===== src/sv/pbp_pkg.sv =====
// types, codes and constants of the pushbuffer method stream parser
package pbp_pkg;

  // default clamp on the buffer length in words
  localparam int MAX_WORDS_DEFAULT = 512;

  // field widths
  localparam int WORD_W   = 32;
  localparam int LEN_W    = 10;
  localparam int COUNT_W  = 13;
  localparam int METHOD_W = 14;
  localparam int OFFS_W   = 11;

  // word kinds
  localparam logic [1:0] KIND_HEADER  = 2'd0;
  localparam logic [1:0] KIND_DATA    = 2'd1;
  localparam logic [1:0] KIND_STOP    = 2'd2;
  localparam logic [1:0] KIND_IGNORED = 2'd3;

  // payload classes
  localparam logic [1:0] PAY_NONE   = 2'd0;
  localparam logic [1:0] PAY_INLINE = 2'd1;
  localparam logic [1:0] PAY_QMD    = 2'd2;
  localparam logic [1:0] PAY_SHORT  = 2'd3;

  // opcodes
  localparam logic [2:0] OP_INCR      = 3'd1;
  localparam logic [2:0] OP_NONINCR   = 3'd3;
  localparam logic [2:0] OP_IMMEDIATE = 3'd4;
  localparam logic [2:0] OP_ONEINCR   = 3'd5;

  // special methods and thresholds
  localparam logic [METHOD_W-1:0] METHOD_INLINE = 14'h01b4;
  localparam logic [METHOD_W-1:0] METHOD_QMD_A  = 14'h0320;
  localparam logic [METHOD_W-1:0] METHOD_QMD_B  = 14'h0318;
  localparam logic [COUNT_W-1:0]  LONG_RUN_MIN  = 13'h0020;
  localparam logic [COUNT_W-1:0]  SHORT_RUN_MAX = 13'd6;

  // input item
  typedef struct packed {
    logic [WORD_W-1:0] word;
    logic              first_word;
    logic [LEN_W-1:0]  buffer_length;
  } in_item_t;

  // result item
  typedef struct packed {
    logic [1:0]          word_kind;
    logic [2:0]          opcode;
    logic [2:0]          subchannel;
    logic [METHOD_W-1:0] method_address;
    logic [COUNT_W-1:0]  run_count;
    logic [COUNT_W-1:0]  data_index;
    logic [1:0]          payload_kind;
    logic [OFFS_W-1:0]   byte_offset;
    logic [WORD_W-1:0]   data_value;
  } out_item_t;

  // fields of the header that owns the current run
  typedef struct packed {
    logic [2:0]          opcode;
    logic [2:0]          subchannel;
    logic [METHOD_W-1:0] method;
    logic [COUNT_W-1:0]  count;
    logic [1:0]          payload;
  } hdr_t;

  // walk state
  typedef struct packed {
    logic [COUNT_W-1:0] remaining;
    logic [LEN_W-1:0]   position;
    logic [LEN_W-1:0]   limit;
    logic               stopped;
    hdr_t               held;
    logic [COUNT_W-1:0] run_index;
  } pbp_state_t;

  localparam pbp_state_t STATE_RESET = '{
    remaining: '0, position: '0, limit: '0, stopped: 1'b1, held: '0, run_index: '0
  };

endpackage


===== src/sv/pushbuffer_method_stream_parser_core.sv =====
// top level of the pushbuffer method stream parser
//
//   channel  valid      stall      payload
//   -------  ---------  ---------  ----------------------
//   src      src_valid  src_stall  src_item (in_item_t)
//   dst      dst_valid  dst_stall  dst_item (out_item_t)
//
// one word per cycle while src_stall is low; the result of each transfer is registered
// the walk state updates in the cycle of the transfer, from a single decode stage
// a two-entry output (result register plus skid) keeps src moving while dst stalls
// src_stall rises only once both entries hold results
// rst (synchronous) stops the walk until the next first word and empties the output
module pushbuffer_method_stream_parser_core
  import pbp_pkg::*;
#(
  parameter int MAX_WORDS = MAX_WORDS_DEFAULT
) (
  input  logic      clk,
  input  logic      rst,
  input  logic      src_valid,
  output logic      src_stall,
  input  in_item_t  src_item,
  output logic      dst_valid,
  input  logic      dst_stall,
  output out_item_t dst_item
);

  pbp_state_t st;
  pbp_state_t st_next;
  out_item_t  step_res;
  out_item_t  skid_item;
  logic       skid_valid;
  logic       src_take;
  logic       main_free;

  pbp_step #(
    .MAX_WORDS (MAX_WORDS)
  ) u_step (
    .item (src_item),
    .cur  (st),
    .nxt  (st_next),
    .res  (step_res)
  );

  assign src_stall = skid_valid;
  assign src_take  = src_valid && !skid_valid;
  assign main_free = !dst_valid || !dst_stall;

  // walk state
  always_ff @(posedge clk) begin
    if (rst) begin
      st <= STATE_RESET;
    end else if (src_take) begin
      st <= st_next;
    end
  end

  // output register and skid entry
  always_ff @(posedge clk) begin
    if (rst) begin
      dst_valid  <= 1'b0;
      skid_valid <= 1'b0;
    end else if (main_free) begin
      dst_valid  <= skid_valid || src_take;
      skid_valid <= 1'b0;
    end else if (src_take) begin
      skid_valid <= 1'b1;
    end
  end

  // payload moves without reset
  always_ff @(posedge clk) begin
    if (main_free) begin
      dst_item <= skid_valid ? skid_item : step_res;
    end
    if (!main_free && src_take) begin
      skid_item <= step_res;
    end
  end

endmodule


===== src/sv/pbp_step.sv =====
// word classification and next walk state for one command word
module pbp_step
  import pbp_pkg::*;
#(
  parameter int MAX_WORDS = MAX_WORDS_DEFAULT
) (
  input  in_item_t   item,
  input  pbp_state_t cur,
  output pbp_state_t nxt,
  output out_item_t  res
);

  pbp_state_t          eff;
  hdr_t                hdr;
  logic [COUNT_W-1:0]  nd;
  logic                run_op;
  logic                stop_op;
  logic [COUNT_W:0]    span;
  logic                overrun;
  logic [1:0]          pclass;
  logic [LEN_W+1:0]    offs_wide;
  logic [COUNT_W-1:0]  len_wide;

  // a first word restarts the walk before anything else
  always_comb begin
    len_wide = COUNT_W'(item.buffer_length);
    eff      = cur;
    if (item.first_word) begin
      eff.limit     = (len_wide > COUNT_W'(MAX_WORDS)) ? LEN_W'(MAX_WORDS)
                                                       : item.buffer_length;
      eff.position  = '0;
      eff.stopped   = 1'b0;
      eff.remaining = '0;
      eff.run_index = '0;
      eff.held      = '0;
    end
  end

  // header split and run length
  always_comb begin
    hdr.opcode     = item.word[31:29];
    hdr.count      = item.word[28:16];
    hdr.subchannel = item.word[15:13];
    hdr.method     = {item.word[11:0], 2'b00};
    hdr.payload    = PAY_NONE;
    run_op  = (hdr.opcode == OP_INCR) || (hdr.opcode == OP_NONINCR) ||
              (hdr.opcode == OP_ONEINCR);
    stop_op = !run_op && (hdr.opcode != OP_IMMEDIATE);
    nd      = run_op ? hdr.count : '0;
    span    = (COUNT_W+1)'(eff.position) + (COUNT_W+1)'(1) + (COUNT_W+1)'(nd);
    overrun = span > (COUNT_W+1)'(eff.limit);
  end

  // payload class of a run that opens here
  always_comb begin
    if (nd == '0) begin
      pclass = PAY_NONE;
    end else if (hdr.method == METHOD_INLINE && hdr.count >= LONG_RUN_MIN) begin
      pclass = PAY_INLINE;
    end else if ((hdr.method == METHOD_QMD_A || hdr.method == METHOD_QMD_B) &&
                 hdr.count >= LONG_RUN_MIN) begin
      pclass = PAY_QMD;
    end else if (nd <= SHORT_RUN_MAX) begin
      pclass = PAY_SHORT;
    end else begin
      pclass = PAY_NONE;
    end
  end

  assign offs_wide = {eff.position, 2'b00};

  // classify the word and step the walk
  always_comb begin
    nxt                = eff;
    res.word_kind      = KIND_IGNORED;
    res.opcode         = '0;
    res.subchannel     = '0;
    res.method_address = '0;
    res.run_count      = '0;
    res.data_index     = '0;
    res.payload_kind   = PAY_NONE;
    res.byte_offset    = '0;
    res.data_value     = item.word;
    if (eff.stopped || eff.position >= eff.limit) begin
      // ignored: nothing moves
    end else if (eff.remaining != '0) begin
      // data word of the held run
      res.word_kind      = KIND_DATA;
      res.opcode         = eff.held.opcode;
      res.subchannel     = eff.held.subchannel;
      res.method_address = eff.held.method;
      res.run_count      = eff.held.count;
      res.data_index     = eff.run_index;
      res.payload_kind   = eff.held.payload;
      res.byte_offset    = offs_wide[OFFS_W-1:0];
      nxt.run_index      = eff.run_index + COUNT_W'(1);
      nxt.remaining      = eff.remaining - COUNT_W'(1);
      nxt.position       = eff.position + LEN_W'(1);
    end else begin
      res.opcode         = hdr.opcode;
      res.subchannel     = hdr.subchannel;
      res.method_address = hdr.method;
      res.run_count      = hdr.count;
      res.byte_offset    = offs_wide[OFFS_W-1:0];
      if (stop_op || overrun) begin
        // bad opcode or run past the end
        res.word_kind = KIND_STOP;
        nxt.stopped   = 1'b1;
      end else begin
        res.word_kind    = KIND_HEADER;
        res.payload_kind = pclass;
        nxt.held         = '{opcode: hdr.opcode, subchannel: hdr.subchannel,
                             method: hdr.method, count: hdr.count, payload: pclass};
        nxt.remaining    = nd;
        nxt.run_index    = '0;
        nxt.position     = eff.position + LEN_W'(1);
      end
    end
  end

endmodule


===== config.mk =====
export PLATFORM = sky130hd
export DESIGN_NAME = pushbuffer_method_stream_parser_core
export DESIGN_NICKNAME = d
export VERILOG_FILES = /design/src/sv/pbp_pkg.sv /design/src/sv/pushbuffer_method_stream_parser_core.sv /design/src/sv/pbp_step.sv
export SDC_FILE = /design/constraint.sdc
export NUM_CORES = 1
export LEC_CHECK = 0
export BUFFER_PORTS_ARGS = -buffer_cell sky130_fd_sc_hd__buf_2
export CAP_MARGIN = 0
export CORE_ASPECT_RATIO = 0.9
export CORE_MARGIN = 8
export CORE_UTILIZATION = 58
export CTS_CLUSTER_DIAMETER = 30
export DETAILED_ROUTE_END_ITERATION = 10
export PLACE_DENSITY = 0.78
export SYNTH_ARGS = -nofsm -noshare
export SYNTH_HDL_FRONTEND = slang
export SYNTH_HIERARCHICAL = 1
export SYNTH_SLANG_ARGS = --single-unit

===== constraint.sdc =====
create_clock -name clk -period 22.9 [get_ports clk]
set_input_delay 4.58 -clock clk [delete_from_list [all_inputs] [get_ports clk]]
set_output_delay 4.58 -clock clk [all_outputs]
set_load 0.05 [all_outputs]

Word level (Yosys, flattened, before mapping)
Index checks and enable logic that the tools add are counted.
Widths: inputs -> output; s select.

word-level totals
  output and inout bits = 95
  input bits = 47
  register bits = 270
  logic and storage cells = 89

cells by class
  multiplexer cells = 22
  reductions and logical operators = 20
  $add $sub $neg = 5
  magnitude comparators = 5
  equal/unequal tests = 7

operators by type and width
  cell                   number
  $mux 93                1
  $mux 82                1
  $mux 23                3
  $mux 61                1
  $mux 13                4
  $mux 49                1
  $mux 48                1
  $mux 36                1
  $mux 35                1
  $eq 12x8->1 const B    2
  $add 14x13->14         1
  $gt 14x10->1           1
  $add 13x1->13 const B  1
  $ge 13x6->1 const B    1
  $le 13x3->1 const B    1
  $logic_not 13->1       1
  $reduce_bool 13->1     1
  $sub 13x1->13 const B  1
  $eq 12x7->1 const B    1
  $mux 2                 6
  $add 10x1->11 const B  1
  $add 10x1->10 const B  1
  $ge 10x10->1           1
  $gt 10x10->1 const B   1
  10 further kinds       24

Depth between registers and ports, before layout
Gate-level depths: netlist (run 1).

  depth after elaboration = 13
  depth in mapped cells = 27
  depth with buffers taken out = 24

Cells and area by module
Netlist (run 1), hierarchy kept.

modules (own cells, without submodules)
  module                                area each (µm²)  times used  cells each
  pushbuffer_method_stream_parser_core  10,900.5         1           670
  pbp_step                              4,247.8          1           666

Worst setup path after synthesis (run 1)
No wires, ideal clock.

  path type = input -> register
  start = input port dst_stall
  end = register skid_item[0] (netlist bit) (enable)
  data arrival time = 11,094 ps
  path buffers = 0
  stages = 2
  data required time = 22,345 ps
  setup slack = 11,251 ps
  path through = nand2_1 -> nor2b_1

between the ends
  longest elaborated chain between the ends = 4

ends and longest elaborated chain
  item                  RTL line                                    source
  start, declared       pushbuffer_method_stream_parser_core.sv:24  input logic dst_stall,
  $logic_not 1->1       pushbuffer_method_stream_parser_core.sv:47  assign main_free = !dst_valid || !dst_stall;
  $logic_or 1x1->1      pushbuffer_method_stream_parser_core.sv:47
  $logic_not 1->1       pushbuffer_method_stream_parser_core.sv:76  if (!main_free && src_take) begin
  $logic_and 1x1->1     pushbuffer_method_stream_parser_core.sv:76
  end signal, assigned  pushbuffer_method_stream_parser_core.sv:77  skid_item <= step_res;
  end, declared         pushbuffer_method_stream_parser_core.sv:31  out_item_t skid_item;

No other way between the ends.
A chain may end at the register's enable or synchronous reset.

==> results of run 1 <==
==> logic make-up after synthesis <==
family | Yosys count | synth area share
buffers and inverters | 151 | 0.05864
flip-flops | 270 | 0.4797
XOR/XNOR | 19 | 0.01148
AO/OA/AOI/OAI | 248 | 0.1033
other | 1 | 0.0002476
multiplexers | 132 | 0.1197
AND/OR/NAND/NOR | 483 | 0.2005
adder cells (fa/ha/maj) | 32 | 0.02643
==> metrics by stage <==
step | cells | total power, uW
2_1_floorplan | 1337 | 822.2
3_3_place_gp | 1712 | 884.6
3_5_place_dp | 1712 | 890.7
4_1_cts | 1814 | 1717
5_1_grt | 1814 | 1766
6_report | 1814 | 1710
==> report_power, final <==
group	switching [uW]	leakage, uW	total (uW)	internal [uW]
Clock	276	0.000931	823	547
Sequential	12.5	0.00253	575	562
Combinational	217	0.00328	312	95.5
Total	505	0.00674	1710	1200
==> state kept, by name, indices dropped and copies added, names as in the netlist <==
signal / cells
dst_item: 93
src_stall: 1
skid_item: 93
dst_valid: 1
st: 82
==> final timing paths <==
path	start	to	slack, ns	cells after the start
hold / removal	st[15]	st[15]	0.46	2
hold reg to reg	st[15]	st[15]	0.46	2
setup / recovery	src_item[10]	st[65]	13.06	25
setup reg to reg	st[60]	st[65]	17.78	21
==> cell usage in the layout, fill, tap and decap left out, types with 6 or more instances in the layout <==
cell type / Yosys / routed
o21ai_0: 20 / 20
nand4bb_1: 81 / 81
clkinvlp_4: 0 / 6
mux2i_1: 6 / 6
inv_6: 0 / 7
buf_4: 37 / 14
clkinv_4: 0 / 10
xor2_1: 6 / 6
nor3_1: 15 / 15
xnor2_1: 12 / 12
nor4_1: 8 / 8
ha_1: 32 / 32
bufinv_16: 0 / 9
clkbuf_16: 0 / 54
and2_1: 22 / 22
nand4_1: 10 / 10
dfxtp_1: 84 / 83
mux2_4: 89 / 89
o22ai_1: 6 / 6
nand3_1: 21 / 21
a21oi_1: 64 / 64
edfxtp_1: 186 / 186
or3_1: 8 / 8
o21ai_1: 82 / 81
nand2b_1: 87 / 87
buf_2: 17 / 140
inv_1: 21 / 21
nor2_1: 50 / 49
a21o_1: 10 / 10
a22oi_1: 7 / 7
mux2_2: 33 / 33
nor2b_1: 47 / 45
o211ai_1: 10 / 10
nand2_1: 109 / 108
==> metal layers <==
layer,up-vias,GRT usage
met5,-,0
met4,0,0.06919
met3,58,0.04314
met2,411,0.3519
met1,5260,0.2888
li1,5048,-
==> worst max-delay path: stages <==
cell and delay [ns]:
buf_2 0.08, buf_4 0.65, inv_2 0.52, nand2_1 0.30, ha_1 0.24, inv_1 0.09
ha_1 0.26, a31oi_1 0.35, o31a_1 0.20, o21ai_0 0.13, o21a_1 0.19, nor2_1 0.11
xnor2_1 0.13, ha_1 0.26, a21o_1 0.15, a21oi_1 0.13, a21oi_1 0.14, a2111oi_4 0.31
nand3_4 0.24, a21oi_4 0.24, inv_2 0.15, nor3_1 0.24, mux2_2 0.36, nand4bb_1 0.09
o21ai_1 0.07
==> area by class of cell <==
class | count | area [um2]
Tap cell | 348 | 435.4
Timing Repair Buffer | 154 | 805.8
Multi-Input combinational cell | 916 | 7038
Clock inverter | 43 | 554.3
Clock buffer | 59 | 1390
Sequential cell | 270 | 7271
Inverter | 24 | 90.09
Fill cell | 1912 | 8270
==> results by group, run 1 <==
Outcome
  • Status: finished clean

Setup path
  • Critical path arrival: 10.25 ns
  • Type of the worst setup path: primary input to flip-flop
  • CP Data Required Time: 23.31 ns
  • Worst setup SP type: primary input
  • Worst setup EP type: flip-flop
  • Critical path peak fanout: 74

Clock tree
  • Resize count post-CTS: 0
  • Total CTS buffers: 54
  • Post-CTS Repair Setup Buffers: 0
  • CTS tree: built
  • H-tree depth: 2
  • Root Driver: clkbuf_16
  • CTS sink cnt: 270
  • Clk buf depth: 3
  • Clk_lat worst skew: ~0.57 ns
  • Clock transition at path regs: about 0.050 ns
  • Hold Buf Count CTS: 0

Finish
  • Layout area overhead: 16.08%
  • Count of nets after finishing: 1499
  • Core Util, Final: 0.6801
  • Ant. Diodes: 0
  • Share of layout cells above drive strength 1: 0.2756
  • Design area: 0.01758 mm2

Global routing
  • Largest net degree at the start of global routing: 167
  • Gr ovfl total: 0
  • GR Util All Layers: 0.2165
  • Initial antenna violation count: 0
  • Vias in the first global route: 10600
  • First-pass GRT wire length: 56810 um

Floorplanning
  • Initial Util: 0.5859
  • Core area: 0.02585 mm2
  • Die Ht: about 170 um
  • I/O pin count: roughly 140
  • Die area: roughly 0.032 mm2
  • Die W: 186.4 um
  • Row cnt: 56

Logic synthesis
  • Synth Instances: approximately 1300
  • Avg Cell Area, Syn: 11.34 um2
  • Synth unique cells: 83
  • Synthesis-stage register bit count: 270
  • Register area share after synthesis: 0.4797
  • Yosys top cell area share: 0.3687
  • Top FF cell, synth: edfxtp_1
  • Most numerous cell in the Yosys netlist: edfxtp_1
  • Synth cell count leaders: edfxtp_1, nand2_1, mux2_4, nand2b_1, dfxtp_1
  • Synth area leader: edfxtp_1
  • Number of enable flip-flop cells after synthesis: 186
  • Post-Syn Area: 0.01515 mm2
  • Ys Warns: 6
  • Ys async rst share: 0
  • Largest cells by area after synthesis: edfxtp_1, dfxtp_1, mux2_4

Pwr
  • Pwr dens: 97.23 mW/mm2
  • Static leakage: just under 0.007 uW
  • VDD IR max: approximately 63 uV

Route
  • Wirelength, routed: 35530 um
  • Drt first pass iters: 5
  • Met2 wire len: 16560 um
  • Met3 WL: 2463 um
  • # DRC: 0
  • Max layer used: met4
  • Antenna-violating nets left: 0
  • Metal-1 WL: 15800 um
  • Vias: 10780
  • Initial DRC count: 954
  • Vias per cell: between 5 and 6
  • DR WL/cell: 19.58 um

Timing
  • Fin crit period: 9.840 ns
  • Setup-failing EPs final: 0
  • RSZ-0062 raised after global routing: false
  • Clock Skew: approximately 0.015 ns
  • Setup ws final: 13.06 ns
  • Actual slew at the worst max-slew pin: 1.274 ns
  • Slew HR: 0.1506
  • Tcrit/Tclk final: 0.4297
  • Max-slew violations: 0
  • Achievable Freq: roughly 100 MHz
  • TNS Setup: 0 ns
  • Hold WS: 0.4568 ns
  • Endpoints failing hold: 0

Place
  • Buffers added on ports: 141
  • Final GP Congestion: ~0.84
  • DPL Wire Length: 21850 um
  • Dpl cell area: 0.01564 mm2
  • Place WS: 12.56 ns

Worst hold path
  • Worst hold path class: flip-flop to flip-flop

Job
  • Maxcap violations: 0
No activity file was read; power rests on OpenSTA's default activity.
==> run 2, diff against run 1 <==
--- a/config.mk
+++ b/config.mk
@@ -9,10 +9,10 @@
 export CAP_MARGIN = 0
 export CORE_ASPECT_RATIO = 0.9
 export CORE_MARGIN = 8
-export CORE_UTILIZATION = 58
+export CORE_UTILIZATION = 54
 export CTS_CLUSTER_DIAMETER = 30
 export DETAILED_ROUTE_END_ITERATION = 10
-export PLACE_DENSITY = 0.78
+export PLACE_DENSITY = 0.77
 export SYNTH_ARGS = -nofsm -noshare
 export SYNTH_HDL_FRONTEND = slang
 export SYNTH_HIERARCHICAL = 1
==> constraint.sdc (replaced) <==
create_clock -name clk -period 8.5 [get_ports clk]
set_input_delay 1.7 -clock clk [delete_from_list [all_inputs] [get_ports clk]]
set_output_delay 1.7 -clock clk [all_outputs]
set_load 0.05 [all_outputs]
==> run 2 against run 1 <==
  * First-iteration DRC count grew 6.1%
  * Routed wire length grew 2.4%
  * Clock skew grew 0.014 ns
  * Non-clock buffer count grew 1
  * Design area grew 2.1%
  * Flip-flop and latch count is the same
  * Global-route usage shrank 0.48 points
  * Sequential share of layout area shrank 0.85 points
  * Utilization shrank 3.4 points
  * Via count grew 0.27%
  * Critical endpoint unchanged
  * Largest cell class unchanged
==> results by group, run 2 (same netlist as run 1, synthesis figures left out) <==
Route
  • # DRC: 0
  • Wirelength, routed: 36390 um
  • Vias: 10810
  • Vias per cell: 5.851
  • DR WL/cell: a little under 20 um
  • Antenna-violating nets left: 0
  • Drt first pass iters: 6
  • Initial DRC count: 1012

Timing
  • Fin crit period: 6.331 ns
  • Clock Skew: just under 0.03 ns
  • RSZ-0062 raised after global routing: false
  • Tcrit/Tclk final: 0.7448
  • Max-slew violations: 0
  • Achievable Freq: 158.0 MHz
  • Endpoints failing hold: 0
  • Slew HR: 0.1659
  • Actual slew at the worst max-slew pin: between 1 and 1.5 ns
  • Setup-failing EPs final: 0
  • TNS Setup: 0 ns

Clock tree
  • CTS tree: built
  • Clock transition at path regs: 0.04 ns
  • CTS sink cnt: 270
  • Resize count post-CTS: 0
  • H-tree depth: 3
  • Post-CTS Repair Setup Buffers: 0
  • Root Driver: clkbuf_16
  • Total CTS buffers: 66
  • Hold Buf Count CTS: 0
  • Clk_lat worst skew: 0.56 ns
  • Clk buf depth: 3

Finish
  • Count of nets after finishing: 1512
  • Layout area overhead: 18.52%
  • Share of layout cells above drive strength 1: 0.2798
  • Ant. Diodes: 0
  • Design area: 0.01795 mm2
  • Commonest non-fill, non-tap cell in the layout: edfxtp_1
  • Largest regs: dst_item (93), skid_item (93), st (82)
  • Commonest cells after routing, fill and taps aside: edfxtp_1, buf_2, nand2_1

Floorplanning
  • Row cnt: 58
  • Die W: 192.6 um
  • Core area: 0.02779 mm2
  • Die Ht: 174.9 um
  • Die area: 0.03368 mm2
  • I/O pin count: 142
  • Initial Util: 0.5450

Global routing
  • Largest net degree at the start of global routing: 167
  • Initial antenna violation count: 0
  • Vias in the first global route: 10790
  • First-pass GRT wire length: 57890 um
  • Gr ovfl total: 0
  • GR Util All Layers: 0.2116

Place
  • Dpl cell area: 0.01568 mm2
  • Final GP Congestion: roughly 0.87
  • DPL Wire Length: roughly 22000 um
  • Buffers added on ports: about 140

Job
  • Maxcap violations: 0

Setup path
  • CP most frequent cell: ha_1
  • CP Data Required Time: slightly below 9 ns
  • CP max stage cell: inv_2
  • CP top delay family: compound AO/OA/AOI/OAI gates
  • Critical path peak fanout: 34
  • Worst setup SP type: primary input
  • Worst setup EP type: flip-flop
  • CP max stage delay: 0.48 ns
  • Crit path buf inv count: 4
  • Worst-path cell chain: buf_2 -> inv_2 -> nand2_1 -> ha_1 -> inv_1 -> ha_1 -> a31oi_1 -> o31a_1 -> o21ai_0 -> o21a_1 -> nor2_1 -> xnor2_1 -> ha_1 -> a21o_1 -> a21oi_1 -> a21oi_1 -> a2111oi_4 -> nand3_4 -> a21oi_4 -> inv_2 -> nor3_1 -> mux2_2 -> nand4bb_1 -> o21ai_1
  • Type of the worst setup path: primary input to flip-flop
  • Critical path arrival: between 6 and 7 ns

Worst hold path
  • Worst hold path class: flip-flop to flip-flop

Pwr
  • VDD IR max: 210.9 uV
  • Static leakage: 0.006904 uW
  • Pwr dens: around 270 mW/mm2

Outcome
  • Status: finished clean
## run 2: cell count changes in the layout (fill, tap and decap cells not counted), moves of 2 or more
cell / change
clkinv_8: +2
clkbuf_8: +2
clkinv_4: -3
clkbuf_16: +12
clkbuf_1: +6
clkinv_1: +3
clkinvlp_4: +2
inv_6: -5
## run 2: worst paths after layout
kind	startpoint	end	slack, ns	depth (start not counted)
hold / removal	st[32]	st[32]	0.46	2
setup / recovery	src_item[10]	st[65]	2.17	24
hold reg to reg	st[32]	st[32]	0.46	2
setup reg to reg	st[60]	st[65]	3.46	21
## run 2: worst min-delay path: stages (launching register included)
cell and delay [ns]:
dfxtp_1 0.30, nand2b_1 0.06, o21ai_1 0.05
## run 2: per-stage QoR
stage	setup WS (ns)	total power, uW	hold slack (ns)	std cells	utilization
floorplan	0.8209	2214	0.4376	1337	-
global route	1.750	5075	0.4696	1847	0.6459
CTS	2.281	4944	0.4574	1847	0.6459
global placement	1.748	2394	0.4461	1725	0.5640
detailed placement	1.729	2411	0.4494	1725	0.5640
finish	2.169	4906	0.4564	1847	0.6459
## run 2: routing by layer
layer  up-vias  track usage  wire length, um
li1       5102            -                -
met1      5253       0.2883            16420
met2       384       0.3330            16920
met3        67      0.03846             2232
met4         0      0.07506              813
met5         -            0                0
## run 2: power by group
group          internal (uW)  switching [uW]
Combinational            259             586
Clock                   1720             792
Sequential              1520            33.5
Total                   3490            1410
## run 2: final cells by class
cell class                      count  area (um2)
Fill cell                        2112        9841
Tap cell                          360       450.4
Inverter                           24       90.09
Timing Repair Buffer              155       825.8
Multi-Input combinational cell    916        7038
Clock buffer                       79        1740
Clock inverter                     43       538.0
Sequential cell                   270        7271
